--- src/hw/rtl/lpr_pkg.sv ---
// Shared types and constants for the length-prefixed packet ring.
package lpr_pkg;

   // Widths that the item fields and registers fix.
   localparam int CNT_W      = 11;
   localparam int RSV_W      = 10;
   localparam int CSR_DATA_W = 32;
   localparam int CSR_ADDR_W = 3;

   // Register reset values and limits.
   localparam int RESET_RING_SIZE = 1024;
   localparam int RESET_RESERVE   = 10;
   localparam int MIN_RING_SIZE   = 5;

   // Register indexes, taken from the word address.
   localparam logic CSR_RING_SIZE = 1'b0;
   localparam logic CSR_RESERVE   = 1'b1;

   // Command codes of an input beat.
   localparam logic [1:0] CMD_BEGIN = 2'd0;
   localparam logic [1:0] CMD_WRITE = 2'd1;
   localparam logic [1:0] CMD_READ  = 2'd2;

   // Status codes of a result beat.
   localparam logic [2:0] ST_OK       = 3'd0;
   localparam logic [2:0] ST_FULL     = 3'd1;
   localparam logic [2:0] ST_EMPTY    = 3'd2;
   localparam logic [2:0] ST_CORRUPT  = 3'd3;
   localparam logic [2:0] ST_NO_WRITE = 3'd4;
   localparam logic [2:0] ST_BAD_LEN  = 3'd5;

   typedef struct packed {
      logic [1:0]       command;
      logic [7:0]       data_byte;
      logic [CNT_W-1:0] packet_length;
   } req_type;

   typedef struct packed {
      logic [2:0]       status;
      logic [7:0]       read_byte;
      logic             last_of_packet;
      logic [CNT_W-1:0] free_bytes;
      logic [CNT_W-1:0] used_bytes;
   } rsp_type;

   // Datapath operations that the controller issues.
   typedef enum logic [3:0] {
      OP_NONE,
      OP_LOAD_ITEM,
      OP_WBYTE,
      OP_HDR_WR_INIT,
      OP_HDR_WR,
      OP_HDR_RD_INIT,
      OP_HDR_RD,
      OP_TAKE,
      OP_HDR_TAKE,
      OP_CAP_BYTE,
      OP_FLUSH
   } dp_op_type;

   typedef struct packed {
      dp_op_type  op;
      logic       set_status;
      logic [2:0] status;
      logic       load_out;
   } dp_cmd_type;

   typedef struct packed {
      logic [1:0] command;
      logic       bad_len;
      logic       no_room;
      logic       wleft_zero;
      logic       rleft_zero;
      logic       ring_empty;
      logic       used_lt_hdr;
      logic       hdr_last;
      logic       hdr_bad;
      logic       out_free;
   } dp_stat_type;

endpackage

--- src/hw/rtl/lpr_ctrl.sv ---
// Controller state machine that sequences each command through the datapath.
module lpr_ctrl (
   input  logic                 clock,
   input  logic                 reset,
   input  logic                 req_valid,
   output logic                 req_stall,
   input  lpr_pkg::dp_stat_type dp_stat,
   output lpr_pkg::dp_cmd_type  dp_cmd
);

   typedef enum logic [3:0] {
      S_IDLE,
      S_DECODE,
      S_HDR_WR,
      S_HDR_RD,
      S_HDR_WAIT,
      S_HDR_CHK,
      S_READ_WAIT,
      S_LOAD
   } state_type;

   state_type state_ff;
   state_type state_in;

   // Next state and the datapath command of the current cycle.
   always_comb begin
      state_in          = state_ff;
      dp_cmd.op         = lpr_pkg::OP_NONE;
      dp_cmd.set_status = 1'b0;
      dp_cmd.status     = lpr_pkg::ST_OK;
      dp_cmd.load_out   = 1'b0;
      case (state_ff)
         S_IDLE: begin
            if (req_valid) begin
               dp_cmd.op = lpr_pkg::OP_LOAD_ITEM;
               state_in  = S_DECODE;
            end
         end
         S_DECODE: begin
            state_in = S_LOAD;
            case (dp_stat.command)
               lpr_pkg::CMD_BEGIN: begin
                  if (dp_stat.bad_len) begin
                     dp_cmd.set_status = 1'b1;
                     dp_cmd.status     = lpr_pkg::ST_BAD_LEN;
                  end else if (dp_stat.no_room) begin
                     dp_cmd.set_status = 1'b1;
                     dp_cmd.status     = lpr_pkg::ST_FULL;
                  end else begin
                     dp_cmd.op = lpr_pkg::OP_HDR_WR_INIT;
                     state_in  = S_HDR_WR;
                  end
               end
               lpr_pkg::CMD_WRITE: begin
                  if (dp_stat.wleft_zero) begin
                     dp_cmd.set_status = 1'b1;
                     dp_cmd.status     = lpr_pkg::ST_NO_WRITE;
                  end else begin
                     dp_cmd.op = lpr_pkg::OP_WBYTE;
                  end
               end
               lpr_pkg::CMD_READ: begin
                  if (!dp_stat.rleft_zero) begin
                     dp_cmd.op = lpr_pkg::OP_TAKE;
                     state_in  = S_READ_WAIT;
                  end else if (dp_stat.ring_empty) begin
                     dp_cmd.set_status = 1'b1;
                     dp_cmd.status     = lpr_pkg::ST_EMPTY;
                  end else if (dp_stat.used_lt_hdr) begin
                     dp_cmd.op         = lpr_pkg::OP_FLUSH;
                     dp_cmd.set_status = 1'b1;
                     dp_cmd.status     = lpr_pkg::ST_CORRUPT;
                  end else begin
                     dp_cmd.op = lpr_pkg::OP_HDR_RD_INIT;
                     state_in  = S_HDR_RD;
                  end
               end
               default: begin
                  state_in = S_LOAD;
               end
            endcase
         end
         S_HDR_WR: begin
            dp_cmd.op = lpr_pkg::OP_HDR_WR;
            if (dp_stat.hdr_last) begin
               state_in = S_LOAD;
            end
         end
         S_HDR_RD: begin
            dp_cmd.op = lpr_pkg::OP_HDR_RD;
            if (dp_stat.hdr_last) begin
               state_in = S_HDR_WAIT;
            end
         end
         S_HDR_WAIT: begin
            state_in = S_HDR_CHK;
         end
         S_HDR_CHK: begin
            if (dp_stat.hdr_bad) begin
               dp_cmd.op         = lpr_pkg::OP_FLUSH;
               dp_cmd.set_status = 1'b1;
               dp_cmd.status     = lpr_pkg::ST_CORRUPT;
               state_in          = S_LOAD;
            end else begin
               dp_cmd.op = lpr_pkg::OP_HDR_TAKE;
               state_in  = S_READ_WAIT;
            end
         end
         S_READ_WAIT: begin
            dp_cmd.op = lpr_pkg::OP_CAP_BYTE;
            state_in  = S_LOAD;
         end
         S_LOAD: begin
            if (dp_stat.out_free) begin
               dp_cmd.load_out = 1'b1;
               state_in        = S_IDLE;
            end
         end
         default: begin
            state_in = S_IDLE;
         end
      endcase
   end

   // State register.
   always_ff @(posedge clock) begin
      if (reset) begin
         state_ff <= S_IDLE;
      end else begin
         state_ff <= state_in;
      end
   end

   assign req_stall = (state_ff != S_IDLE);

endmodule

--- config.mk ---
export PLATFORM = sky130hd
export DESIGN_NAME = lpr_ctrl
export DESIGN_NICKNAME = d
export VERILOG_FILES = /design/src/hw/rtl/lpr_pkg.sv /design/src/hw/rtl/lpr_ctrl.sv
export SDC_FILE = /design/constraint.sdc
export NUM_CORES = 1
export LEC_CHECK = 0
export BUFFER_PORTS_ARGS = -buffer_cell sky130_fd_sc_hd__buf_2
export CORE_AREA = 2 2 39 41
export DETAILED_ROUTE_END_ITERATION = 10
export DIE_AREA = 0 0 41 43
export GPL_TIMING_DRIVEN = 0
export PLACE_DENSITY = 0.7
export SLEW_MARGIN = 20
export SYNTH_ARGS = -nofsm -noshare
export SYNTH_HDL_FRONTEND = slang
export SYNTH_SLANG_ARGS = --single-unit
--- constraint.sdc ---
create_clock -name clock -period 3.35 [get_ports clock]
set_clock_uncertainty 0.05 [all_clocks]
set_input_delay 1.005 -clock clock [delete_from_list [all_inputs] [get_ports clock]]
set_output_delay 1.005 -clock clock [all_outputs]
set_load 0.02 [all_outputs]
# Yosys cells after proc, flatten, opt, wreduce, memory -nomap -nowiden
# Cells that the tools add are included.
[totals]
reg_bits = 4
in_bits = 14
output_inout_bits = 10
[op_classes]
n_eq_ne = 13
muxes = 32
n_reduce_logical = 4
[op_table]
columns = ["operator", "n"]
rows = [
  ["2-to-1 mux 4 bit", 15],
  ["case mux 4 bit (8 select lines)", 1],
  ["case mux 4 bit (6 select lines)", 1],
  ["case mux 8 bit (3 select lines)", 1],
  ["equality test 4 x 3 -> 1 bit (second input constant)", 4],
  ["2-to-1 mux 3 bit", 5],
  ["equality test 4 x 2 -> 1 bit (second input constant)", 2],
  ["inequality test 2 bit (second input constant)", 4],
  ["case mux 4 bit (2 select lines)", 1],
  ["2-to-1 mux 2 bit", 3],
  ["case mux 3 bit (2 select lines)", 1],
  ["equality test 4 x 1 -> 1 bit (second input constant)", 1],
  ["logical NOT 4 bit", 1],
  ["2-to-1 mux 1 bit", 4],
  ["AND reduction 4 bit", 1],
  ["nonzero test 4 bit", 1],
  ["equality test 2 x 1 -> 1 bit (second input constant)", 1],
  ["equality test 2 bit (second input constant)", 1],
  ["logical NOT 2 bit", 1],
]

# Longest topological paths before layout
[depth]
depth_word = 5
depth_mapped = 5

# Least setup slack after synthesis
# No wires, ideal clock.
[synth_path]
path_kind = "input to output"
from = "in dp_stat[9] (netlist name)"
to = "out dp_cmd[5] (netlist name)"
arrival_ns = 2.247
t_required_ns = 2.295
path_slack_ns = 0.048
stages = 5
path_buffers = 1
cell_sequence = "clkbuf_1 > nor4_2 > a21oi_1 > a211o_1 > o22ai_1"
[synth_lines]
columns = ["element", "line", "source"]
rows = [
  ["start: declaration", "lpr_ctrl.sv:7", "input lpr_pkg::dp_stat_type dp_stat,"],
  ["end: declaration", "lpr_ctrl.sv:8", "output lpr_pkg::dp_cmd_type dp_cmd"],
]

==> results.toml <==
[grt]
grt_overflow = 0
grt_first_pass_wirelength_mm = 1.75
grt_pass1_vias = 436
grt_max_degree = 11
antenna_found_initial = 0
grt_use_total_pct = 14.0

[sta]
tightestPinTransition_ns = 0.435
relSlewSlack_pct = 71.0
slew_viol_final = 0
rsz0062_at_grt = "false"
tns_ns = 0
finalHoldViolations = 0
setup_violations = 0
worst_slack_ns = 0.133
timing.fmax_ghz = 0.311
holdWs_ns = 0.673
layout_min_cycle_time_ns = 3.22
min_period_over_period_pct = 96.0

[clock_tree]
cts.sinks = 3
cts_max_level = 1
cts_setup_buffers = 0
hold_buffers = 0
post_cts_resized = 0
numCtsBuffers = 3
cts_tree = "done"
cts.root.buffer_cell = "clkbuf_4"
clk_latency_ns = 0.23
clk_pin_slew_ns = 0.04
ctsLongestPathBuffers = 2

[layout]
area_growth_pct = 37.7
largest_reg_flops = 3
regArea_um2 = 60.1
drive_gt1_share_pct = 33.3
fin_area_um2 = 589
fin_nets = 102
fillers = 160
stdcell_count = 103
fin_util_pct = 42.6
num_antenna_cells = 0
largest_register = "state_ff"
multi_input_area_um2 = 347
top_regs = "state_ff (3)"

[worst_hold_path]
worstHoldPathType = "reg -> reg"

[logic_synthesis]
ys_ff_latch = 3
synth_top_area_share_pct = 14.0
seq_area_frac_synth_pct = 14.0
synthesis.nets = 76
synth_cell_types = 35
yosys.area.top_type = "dfxtp_1"
ys.warnings.count = 0
synth_area_leaders = "dfxtp_1 (14%), nor2_1 (7.0%), a311oi_1 (6.1%), mux2i_1 (4.7%), clkbuf_1 (4.4%)"
synthArstFlopShare_pct = 0
synthFlopType = "dfxtp_1"
syn_inst = 62
synth_area_um2 = 428
synth-edff-count = 0
avgSynthCellArea_um2 = 6.90

[setup_path]
worstReg2RegEnd = "state_ff[0]$_SDFFE_PP0P_"
endpoint = "dp_cmd[6]"
r2r-start = "state_ff[0]$_SDFFE_PP0P_"
cp-start-kind = "primary input"
cp.required_ns = 2.29
path_class = "in -> out"
worstSetupEndpointType = "output pin"
r2r_cells = 4
cp_max_fo = 9
path_cells = "clkbuf_1 > nor3_1 > a311oi_1 > o311a_1 > buf_2"
r2r_setup_slack_ns = 1.85
cpPeakStageDelay_ns = 0.34
startpoint = "dp_stat[9]"
arrival_ns = 2.16
slowest_stage = "clkbuf_1"

[run_status]
status = "finished, final reports clean"

[placement]
numPortBuffers = 21
pre_cts_slack_ns = 0.00589
gp_congestion = 0.739
placed_area_um2 = 553
dp.cells = 99
hpwl_um = 866

[die]
fp-row-count = 14
dieArea_um2 = 1760
coreArea_um2 = 1380
die_y_um = 43
io_pins = 24
die_w_um = 41
start_util_pct = 30.9

[power]
ir_worst_vdd_mv = 0.176
p_leak_nw = 0.283
p_per_area_nw_per_um2 = 604
power_uw = 356

[route]
vias = 556
drc_errors = 0
antenna_left = 0
first_pass_iters = 4
wl_per_cell_um = 11.2
via_per_inst = 5.40
routed_wl_mm = 1.15
drtIter0Drc = 12

[flow_run]
drv_cap = 0
## metal layers
| metal | vias up | routed length (um) | global-route usage (%) |
|---|---|---|---|
| met5 | - | 0 | 0 |
| met4 | 0 | 17 | 6.00 |
| met3 | 2 | 89 | 3.14 |
| met2 | 25 | 461 | 18.8 |
| met1 | 242 | 581 | 20.6 |
| li1 | 287 | - | - |
## cell usage after synthesis, drive strengths merged, types with 2 or more instances
master	number
nand3b	2
inv	3
or3b	2
a311oi	3
dfxtp	3
nor2	8
nor3	4
o21ai	4
nand2	4
nor4	2
clkbuf	5
a31oi	2
mux2i	2
## cells by family after synthesis
logic type | count (synthesis) | synth area share, %
AND/OR/NAND/NOR | 29 | 40.1
AO/OA/AOI/OAI | 19 | 32.2
buffers and inverters | 8 | 7.02
flip-flops | 3 | 14.0
multiplexers | 2 | 4.68
XOR/XNOR | 1 | 2.05
## worst min-delay path by stage
stage                             startpoint                  endpoint  depth (start not counted)
detailed placement  state_ff[1]$_SDFFE_PP0P_  state_ff[0]$_SDFFE_PP0P_                          3
global placement    state_ff[1]$_SDFFE_PP0P_  state_ff[0]$_SDFFE_PP0P_                          3
floorplan           state_ff[0]$_SDFFE_PP0P_  state_ff[1]$_SDFFE_PP0P_                          2
CTS                 state_ff[1]$_SDFFE_PP0P_  state_ff[0]$_SDFFE_PP0P_                          3
finish              state_ff[1]$_SDFFE_PP0P_  state_ff[0]$_SDFFE_PP0P_                          3
global route        state_ff[1]$_SDFFE_PP0P_  state_ff[0]$_SDFFE_PP0P_                          3
## cells in the final DEF (no fill, tap or decap), types with 3 or more instances in the layout
cell type and count:
a311oi_1 3, clkbuf_1 5, nor3_1 3, inv_1 3, dfxtp_1 3, buf_2 21
nor2_1 8, nand2_1 4, clkbuf_4 3
## worst max-delay path: cells and delay by family
kind	cells	cell delay, ns
and+or+nand+nor	1	0.16
AOI/OAI and AO/OA	2	0.50
buffers and inverters	2	0.50
## where the power goes
part | leakage, nW | switching (mW) | internal, mW
Sequential | 0.0249 | 0.0155 | 0.0484
Combinational | 0.243 | 0.137 | 0.0939
Clock | 0.0150 | 0.0170 | 0.0445
## layout make-up
| type | instances | share of cell area, % |
|---|---|---|
| Buffer | 5 | 3.40 |
| Timing Repair Buffer | 21 | 17.8 |
| Tap cell | 16 | 3.40 |
| Clock buffer | 4 | 4.46 |
| Multi-Input combinational cell | 51 | 58.8 |
| Sequential cell | 3 | 10.2 |
| Inverter | 3 | 1.91 |
(Power assumes the default switching activity.)
